## config.mk

```make
export PLATFORM = sky130hd
export DESIGN_NAME = ffpa_ctrl
export DESIGN_NICKNAME = d
export VERILOG_FILES = /design/src/rtl/ffpa_pkg.sv /design/src/rtl/ffpa_ctrl.sv
export SDC_FILE = /design/constraint.sdc
export NUM_CORES = 1
export LEC_CHECK = 0
export ABC_AREA = 1
export BUFFER_PORTS_ARGS = -buffer_cell sky130_fd_sc_hd__buf_2
export CORE_AREA = 2 2 39 41
export DETAILED_ROUTE_END_ITERATION = 10
export DIE_AREA = 0 0 41 43
export PLACE_DENSITY = 0.45
export SLEW_MARGIN = 25
export SYNTH_ARGS = -nofsm -noshare
export SYNTH_HDL_FRONTEND = slang
export SYNTH_SLANG_ARGS = --single-unit
```

## constraint.sdc

```tcl
create_clock -name clk -period 2.77 [get_ports clk]
set_input_delay 0.554 -clock clk [delete_from_list [all_inputs] [get_ports clk]]
set_output_delay 0.554 -clock clk [all_outputs]
set_load 0.1 [all_outputs]
```

## src/rtl/ffpa_pkg.sv

```systemverilog
`timescale 1ns / 1ps
`default_nettype none
// ----------------------------------------------------------------------------
// ffpa_pkg: shared types and codes of the first-fit page allocator
// Holds the controller states, the command and status bundles between the
// controller and the datapath, and the request and response codes.
// ----------------------------------------------------------------------------
package ffpa_pkg;

  localparam int ADDR_W       = 32;
  localparam int STATUS_W     = 2;
  localparam int PAGES_USED_W = 9;

  localparam logic REQ_ALLOC = 1'b0;
  localparam logic REQ_FREE  = 1'b1;

  localparam logic [STATUS_W-1:0] STATUS_DONE     = 2'd0;
  localparam logic [STATUS_W-1:0] STATUS_NO_SPACE = 2'd1;
  localparam logic [STATUS_W-1:0] STATUS_UNKNOWN  = 2'd2;

  typedef enum logic [2:0] {
    ST_CLEAR,
    ST_IDLE,
    ST_SCAN,
    ST_RECORD,
    ST_MARK,
    ST_RESP
  } ffpa_state_t;

  typedef struct packed {
    logic clr_wr;
    logic take_req;
    logic scan_run;
    logic rec_wr;
    logic mark_wr;
    logic resp_load;
  } ffpa_cmd_t;

  typedef struct packed {
    logic clr_last;
    logic req_ok;
    logic scan_end;
    logic scan_hit;
    logic mark_last;
  } ffpa_stat_t;

endpackage
`default_nettype wire

```

## src/rtl/ffpa_ctrl.sv

```systemverilog
`timescale 1ns / 1ps
`default_nettype none
// ----------------------------------------------------------------------------
// ffpa_ctrl: controller of the first-fit page allocator
// Sequences the clearing pass, the scan, the record and page updates and the
// loading of the response register.
// ----------------------------------------------------------------------------
module ffpa_ctrl (
  input  wire logic               clk,
  input  wire logic               rst,
  input  wire logic               in_valid,
  output logic                    in_ready,
  output logic                    out_valid,
  input  wire logic               out_ready,
  output ffpa_pkg::ffpa_cmd_t     cmd,
  input  wire ffpa_pkg::ffpa_stat_t stat
);

  ffpa_pkg::ffpa_state_t state;
  ffpa_pkg::ffpa_state_t state_next;
  logic                  out_valid_next;
  logic                  out_free;

  assign out_free = !out_valid || out_ready;

  always_ff @(posedge clk) begin
    if (rst) begin
      state     <= ffpa_pkg::ST_CLEAR;
      out_valid <= 1'b0;
    end else begin
      state     <= state_next;
      out_valid <= out_valid_next;
    end
  end

  always_comb begin
    state_next = state;
    unique case (state)
      ffpa_pkg::ST_CLEAR: begin
        if (stat.clr_last) begin
          state_next = ffpa_pkg::ST_IDLE;
        end
      end
      ffpa_pkg::ST_IDLE: begin
        if (in_valid) begin
          state_next = ffpa_pkg::ST_SCAN;
        end
      end
      ffpa_pkg::ST_SCAN: begin
        priority if (!stat.req_ok) begin
          state_next = ffpa_pkg::ST_RESP;
        end else if (stat.scan_end) begin
          state_next = stat.scan_hit ? ffpa_pkg::ST_RECORD : ffpa_pkg::ST_RESP;
        end else begin
          state_next = ffpa_pkg::ST_SCAN;
        end
      end
      ffpa_pkg::ST_RECORD: begin
        state_next = ffpa_pkg::ST_MARK;
      end
      ffpa_pkg::ST_MARK: begin
        if (stat.mark_last) begin
          state_next = ffpa_pkg::ST_RESP;
        end
      end
      ffpa_pkg::ST_RESP: begin
        if (out_free) begin
          state_next = ffpa_pkg::ST_IDLE;
        end
      end
      default: begin
        state_next = ffpa_pkg::ST_IDLE;
      end
    endcase
  end

  always_comb begin
    cmd            = '0;
    in_ready       = 1'b0;
    unique case (state)
      ffpa_pkg::ST_CLEAR:  cmd.clr_wr = 1'b1;
      ffpa_pkg::ST_IDLE: begin
        in_ready     = 1'b1;
        cmd.take_req = in_valid;
      end
      ffpa_pkg::ST_SCAN:   cmd.scan_run = stat.req_ok && !stat.scan_end;
      ffpa_pkg::ST_RECORD: cmd.rec_wr = 1'b1;
      ffpa_pkg::ST_MARK:   cmd.mark_wr = 1'b1;
      ffpa_pkg::ST_RESP:   cmd.resp_load = out_free;
      default: begin
        cmd = '0;
      end
    endcase
    out_valid_next = cmd.resp_load ? 1'b1 : (out_ready ? 1'b0 : out_valid);
  end

`ifndef NO_ASSERTIONS
  a_no_overwrite: assert property (@(posedge clk) disable iff (rst)
    cmd.resp_load |-> (!out_valid || out_ready))
    else $error("response register overwritten while a result is pending");

  a_resp_shown: assert property (@(posedge clk) disable iff (rst)
    cmd.resp_load |=> out_valid)
    else $error("loaded response not presented");

  a_take_idle: assert property (@(posedge clk) disable iff (rst)
    cmd.take_req |-> in_ready)
    else $error("request taken outside the idle state");
`endif

endmodule
`default_nettype wire

```

==> results of run 1 <==
## cell type report
type,instances,share of cell area
Multi-Input combinational cell,35,0.385
Sequential cell,4,0.199
Timing Repair Buffer,16,0.199
Inverter,12,0.112
Clock buffer,3,0.0559
Tap cell,16,0.0497
## cells in the final DEF (no fill, tap or decap)
cell type and count:
a21oi_1 3, nor2_2 1, nand3_1 5, clkbuf_4 3, o21ai_2 1, nor2_1 13, inv_1 11, inv_2 1
nand3b_1 1, buf_2 16, o21ai_0 2, dfxtp_1 4, nand2_1 9
## routing by layer
layer | up-vias | GRT usage | share of wire | wire (um)
met5 | - | 0 | 0 | 0
met3 | 0 | 0.0314 | 0.047 | 32
met2 | 10 | 0.134 | 0.47 | 323
li1 | 191 | - | - | -
met1 | 141 | 0.141 | 0.48 | 332
met4 | 0 | 0.0800 | 0 | 0
## flip-flops by register name, summed over array words and instances, names as in the netlist
signal,flops
state,3
out_valid,1
## through the flow
stage               hold WS (ns)  worst slack, ns  std cells  instance area [sq um]
floorplan                  0.503            0.289         52                    288
global placement           0.519            0.908         83                    380
detailed placement         0.527            0.911         83                    380
CTS                        0.512            0.718         86                    403
global route               0.530            0.570         86                    403
finish                     0.515            0.734         86                    403
## worst min-delay path by stage
stage / start / end / slack (ns) / depth (start not counted)
finish: rst / state[1]$_SDFFE_PP0P_ / 0.52 / 2
global route: rst / out_valid$_SDFFE_PP0P_ / 0.53 / 2
CTS: rst / state[1]$_SDFFE_PP0P_ / 0.51 / 2
detailed placement: out_valid$_SDFFE_PP0P_ / out_valid$_SDFFE_PP0P_ / 0.53 / 2
global placement: out_valid$_SDFFE_PP0P_ / out_valid$_SDFFE_PP0P_ / 0.52 / 2
floorplan: state[0]$_SDFFE_PP0P_ / state[0]$_SDFFE_PP0P_ / 0.50 / 2
## cell usage after synthesis
| library cell | n |
|---|---|
| nor2_2 | 1 |
| inv_1 | 11 |
| nor2_1 | 13 |
| nand3b_1 | 1 |
| a21oi_1 | 3 |
| o21ai_2 | 1 |
| nand3_1 | 5 |
| o21ai_0 | 2 |
| nand2_1 | 9 |
| dfxtp_1 | 4 |
| inv_2 | 1 |
| buf_4 | 1 |
## logic make-up after synthesis
group | count (synthesis) | synth area share
buf+inv | 13 | 0.183
flops | 4 | 0.278
compound gates | 6 | 0.117
simple gates | 29 | 0.422
## worst register-to-register path: stages (launching register included)
cell     delay, ns
dfxtp_1       0.47
inv_2         0.09
nand3_1       0.10
nand2_1       0.07
nor2_2        0.20
nand2_1       0.08
nand2_1       0.07
nor2_1        0.04
==> reports/summary.txt, run 1 <==
STATUS
-------------------------------------------------------------------------------------------
Result of the run ............................................................ finished, final reports clean

SETUP PATH
-------------------------------------------------------------------------------------------
Levels on crit path ..........................................................            5
Critical Path Source Type ....................................................     register
Kind of end point of the critical path ....................................... primary output
Crit Path Category ........................................................... register to primary output
Cell-by-cell trace of the critical path ...................................... inv_1 -> nor2_1 -> nand2_1 -> nor2_1 -> buf_2
Crit-path max FO .............................................................            5
CP Data Arrival Time .........................................................      1.48 ns
Worst setup path endpoint ....................................................       cmd[4]
Endpoint of the worst-slack reg-to-reg timing path ........................... state[2]$_SDFFE_PP0P_
CP peak stage delay ..........................................................      0.42 ns
Crit-path slowest cell .......................................................        buf_2
Reg-to-reg startpoint ........................................................ state[2]$_SDFFE_PP0P_
CP dominant cell by count ....................................................       nor2_1
Count of buffering cells on the critical path with inverters included ........            2
R2r setup slk ................................................................      1.56 ns
Worst EP required ............................................................      2.22 ns
Worst setup startpoint ....................................................... state[0]$_SDFFE_PP0P_
Depth of the worst register-to-register path .................................            7
Family of cells with the greatest summed delay on the critical path .......... buffers and inverters

SYNTHESIS
-------------------------------------------------------------------------------------------
Cell taking the most area after synthesis ....................................      dfxtp_1
Cells taking the most area after synthesis ................................... dfxtp_1 (28%), nor2_1 (17%), inv_1 (14%)
Synth Area per Inst ..........................................................   5.53 sq um
Net count of the mapped netlist ..............................................           61
Number of different library cells in the post-synthesis netlist ..............           12
Area share of the largest cell type after synthesis ..........................        0.278
Yosys Warn Count .............................................................            0
Sequential share of the synthesized area .....................................        0.278
Mapped cell area .............................................................    288 sq um
Post-Synthesis Cells .........................................................           52
Flop and latch count out of synthesis ........................................            4

TIMING
-------------------------------------------------------------------------------------------
Normalized max-slew margin ...................................................        0.679
Max Clk Rate .................................................................      491 MHz
Total of endpoints with negative setup slack in the final report .............            0
Final critical-path required period ..........................................      2.04 ns
Total Negative Setup Slacks ..................................................         0 ns
Final number of hold-violating endpoints .....................................            0
Worst Clk Skew ...............................................................   0.00248 ns
Final cycle utilization of the critical path .................................        0.735
Worst Max-Slew Pin Slew ......................................................     0.485 ns
Final Max Tran Viols .........................................................            0
RSZ-0062 raised after global routing .........................................           no

DIE
-------------------------------------------------------------------------------------------
Starting density of the core .................................................        0.208
Y dimension of the die .......................................................        43 um
I/O Pins .....................................................................           17
Std cell rows ................................................................           14
Die width ....................................................................        41 um
Total Die Area ...............................................................   1760 sq um
CORE AREA ....................................................................   1380 sq um

CLOCKING
-------------------------------------------------------------------------------------------
Clk_lat worst skew ...........................................................      0.23 ns
Clock sink count .............................................................            4
Resized cells post-CTS .......................................................            0
CTS buffer count .............................................................            3
Buffer count from post-CTS setup fixing ......................................            0
Clock transition at the registers of the reported paths ......................      0.04 ns
CTS hold repair buffers ......................................................            0
Maximum clock insertion buffer count .........................................            2
Max H-tree Level .............................................................            1
Master cell of the clock root buffer .........................................     clkbuf_4
TritonCTS clock tree .........................................................        built

GLOBAL ROUTE
-------------------------------------------------------------------------------------------
Overflow left after global routing ...........................................            0
Initial antenna violation count ..............................................            0
Via count of the first global-routing pass ...................................          330
Global-route wire length before repair .......................................      1.24 mm
Total global routing track utilization .......................................        0.105
Pin count of the biggest net entering global routing .........................            8

FINAL LAYOUT
-------------------------------------------------------------------------------------------
Storage cell area ............................................................   80.1 sq um
Post-layout utilization of the core ..........................................        0.291
Syn-to-layout area delta .....................................................        40.0%
Fraction of layout instances using a drive strength above 1 ..................        0.314
Antenna diode instance count .................................................            0
Nets .........................................................................           81
Number of fill cells .........................................................          163
Footprint of the multi-input gates ...........................................    155 sq um

ROUTE
-------------------------------------------------------------------------------------------
Iteration count of the initial detailed-routing pass .........................            5
Drt total wl .................................................................       688 um
Number of nets still failing antenna checks after routing ....................            0
Detailed-route vias per instance .............................................         3.98
Avg WL per Cell ..............................................................      8.00 um
DRC ..........................................................................            0
Total number of vias .........................................................          342
Number of design-rule violations left by the first detailed-router iteration .            6

PLACE
-------------------------------------------------------------------------------------------
Gp weighted congestion .......................................................        0.701
Port Buffer Count ............................................................           16
Detailed placement HPWL ......................................................       562 um

WORST HOLD PATH
-------------------------------------------------------------------------------------------
Worst min-delay path class ................................................... primary input to register

FLOW RUN
-------------------------------------------------------------------------------------------
Max_cap viols ................................................................            0

Power of run 1 is not shown: default switching activity piles up to over one toggle a cycle in this logic, so the estimate is an artifact.
==> inputs of run 2 (changes only) <==
Settings changed: PLACE_DENSITY 0.45 to 0.46.
Clock period 2.77 ns to 1.8 ns, I/O delays scaled along.
==> reports/summary.txt, run 2 (synthesis results as in run 1) <==
TIMING
-------------------------------------------------------------------------------------------
Worst Clk Skew ...............................................................  0.000963 ns   -0.00151 ns
Final cycle utilization of the critical path .................................        0.945
Total of endpoints with negative setup slack in the final report .............            0   unchanged
Final critical-path required period ..........................................      1.70 ns
Max Clk Rate .................................................................      588 MHz
Total Negative Setup Slacks ..................................................         0 ns   unchanged
Final Max Tran Viols .........................................................            0   unchanged
Final number of hold-violating endpoints .....................................            0   unchanged
RSZ-0062 raised after global routing .........................................           no
Worst Max-Slew Pin Slew ......................................................     0.485 ns   -0.000763 ns
Normalized max-slew margin ...................................................        0.679   about the same

ROUTE
-------------------------------------------------------------------------------------------
Avg WL per Cell ..............................................................      8.34 um   +4.2%
DRC ..........................................................................            0   unchanged
Total number of vias .........................................................          344   +0.58%
Drt total wl .................................................................       717 um   +4.2%
Iteration count of the initial detailed-routing pass .........................            3   -2
Number of design-rule violations left by the first detailed-router iteration .            2   -4
Number of nets still failing antenna checks after routing ....................            0   unchanged
Detailed-route vias per instance .............................................         4.00   +0.58%

FINAL LAYOUT
-------------------------------------------------------------------------------------------
Antenna diode instance count .................................................            0   unchanged
Syn-to-layout area delta .....................................................        71.3%
Fraction of layout instances using a drive strength above 1 ..................        0.386   +0.0714
Storage cell area ............................................................   80.1 sq um   unchanged
Nets .........................................................................           81   unchanged
Footprint of the multi-input gates ...........................................    168 sq um   +8.1%
Number of fill cells .........................................................          159   -2.5%
Flip-flop count of the largest register after layout .........................            3   unchanged
Leading registers by flop count .............................................. state x3, out_valid x1
Total non-filler cell area in the finished layout ............................    493 sq um   +22%
Largest reg by FF count ......................................................        state
Commonest cells after routing, fill and taps aside ........................... inv_1 (11), buf_2 (10), nand2_1 (9)
Most common cell after layout, fill and taps aside ...........................        inv_1

SETUP PATH
-------------------------------------------------------------------------------------------
Crit-path max FO .............................................................            7   +2
CP Data Arrival Time .........................................................      1.34 ns   -0.14 ns
Kind of end point of the critical path ....................................... primary output
Worst EP required ............................................................      1.44 ns   -0.78 ns
Cell-by-cell trace of the critical path ...................................... nand3_1 -> a21oi_1 -> buf_12
Crit-path slowest cell .......................................................      dfxtp_1
CP peak stage delay ..........................................................      0.46 ns   +0.04 ns
Crit Path Category ........................................................... register to primary output
Count of buffering cells on the critical path with inverters included ........            1   -1
Depth of the worst register-to-register path .................................            7   unchanged
Critical Path Source Type ....................................................     register
Levels on crit path ..........................................................            3   -2
Family of cells with the greatest summed delay on the critical path ..........   flip-flops

CLOCKING
-------------------------------------------------------------------------------------------
Clk_lat worst skew ...........................................................      0.23 ns   about the same
Maximum clock insertion buffer count .........................................            2   unchanged
Master cell of the clock root buffer .........................................     clkbuf_4
Clock sink count .............................................................            4   unchanged
CTS buffer count .............................................................            3   unchanged
Max H-tree Level .............................................................            1   unchanged
TritonCTS clock tree .........................................................        built
Clock transition at the registers of the reported paths ......................      0.04 ns   about the same
Buffer count from post-CTS setup fixing ......................................            0   unchanged

GLOBAL ROUTE
-------------------------------------------------------------------------------------------
Pin count of the biggest net entering global routing .........................            8   unchanged
Total global routing track utilization .......................................       0.0945   -0.0109
Global-route wire length before repair .......................................      1.08 mm   -12%
Initial antenna violation count ..............................................            0   unchanged
Via count of the first global-routing pass ...................................          286   -13%
Overflow left after global routing ...........................................            0   unchanged

WORST HOLD PATH
-------------------------------------------------------------------------------------------
Worst min-delay path class ................................................... primary input to register
Worst Hold Path Cells ........................................................            2   unchanged

PLACE
-------------------------------------------------------------------------------------------
Detailed placement HPWL ......................................................       608 um   +8.2%
Port Buffer Count ............................................................           16   unchanged
Gp weighted congestion .......................................................        0.714   +1.8%
Cell area reported after detailed placement ..................................    468 sq um   +23%

DIE
-------------------------------------------------------------------------------------------
CORE AREA ....................................................................   1380 sq um   unchanged
Std cell rows ................................................................           14   unchanged
I/O Pins .....................................................................           17   unchanged
Total Die Area ...............................................................   1760 sq um   unchanged
Die width ....................................................................        41 um   unchanged
Y dimension of the die .......................................................        43 um   unchanged
Starting density of the core .................................................        0.208   unchanged

STATUS
-------------------------------------------------------------------------------------------
Result of the run ............................................................ finished, final reports clean

FLOW RUN
-------------------------------------------------------------------------------------------
Max_cap viols ................................................................            0   unchanged

[run 2: changes by cell type in the layout (fill, tap and decap cells not counted)]
cell | previous run | this run
nor2_1 | 13 | 8
buf_2 | 16 | 10
buf_12 | 0 | 5
nor2_2 | 1 | 6
clkbuf_4 | 3 | 4
[run 2: path summary, 6_finish.rpt]
check,start,endpoint,slack [ns]
worst max-delay path,state[2]$_SDFFE_PP0P_,cmd[0],0.1
worst min-delay path,rst,state[1]$_SDFFE_PP0P_,0.32
worst max register to register,state[2]$_SDFFE_PP0P_,state[2]$_SDFFE_PP0P_,0.62
worst min register to register,out_valid$_SDFFE_PP0P_,out_valid$_SDFFE_PP0P_,0.52
[run 2: worst reg2reg max path: cells and delay by family, from the launching register on]
family / cells / cell delay [ns]
AOI/OAI and AO/OA: 1 / 0.06
buffers and inverters: 1 / 0.09
DFF: 1 / 0.46
and+or+nand+nor: 5 / 0.46
[run 2: timing repair]
item                       CTS  global route
hold buffers                 0             0
gates resized for setup      0             1
setup endpoints to repair    0             1
[run 2: area by class of cell]
class / count / share of cell area
multi-input cells: 35 / 0.340
repair buffers: 16 / 0.320
flip-flops and latches: 4 / 0.162
inverters: 12 / 0.0914
clock buffers: 3 / 0.0457
well taps: 16 / 0.0406
[run 2: stage by stage]
stage,util,std cells,setup WS [ns],hold slack (ns)
floorplan,-,52,-0.0232,0.429
global placement,0.338,83,0.338,0.525
detailed placement,0.338,83,0.311,0.517
CTS,0.354,86,0.0584,0.309
global route,0.356,86,0.00198,0.322
finish,0.356,86,0.0994,0.315
[run 2: routing by layer]
metal	vias to the layer above	track usage	routed length, um
met5	-	0	0
met4	0	0.100	0
met3	0	0.0157	54
met2	11	0.131	347
met1	141	0.110	316
li1	192	-	-
Power of run 2 is left out for the same reason.
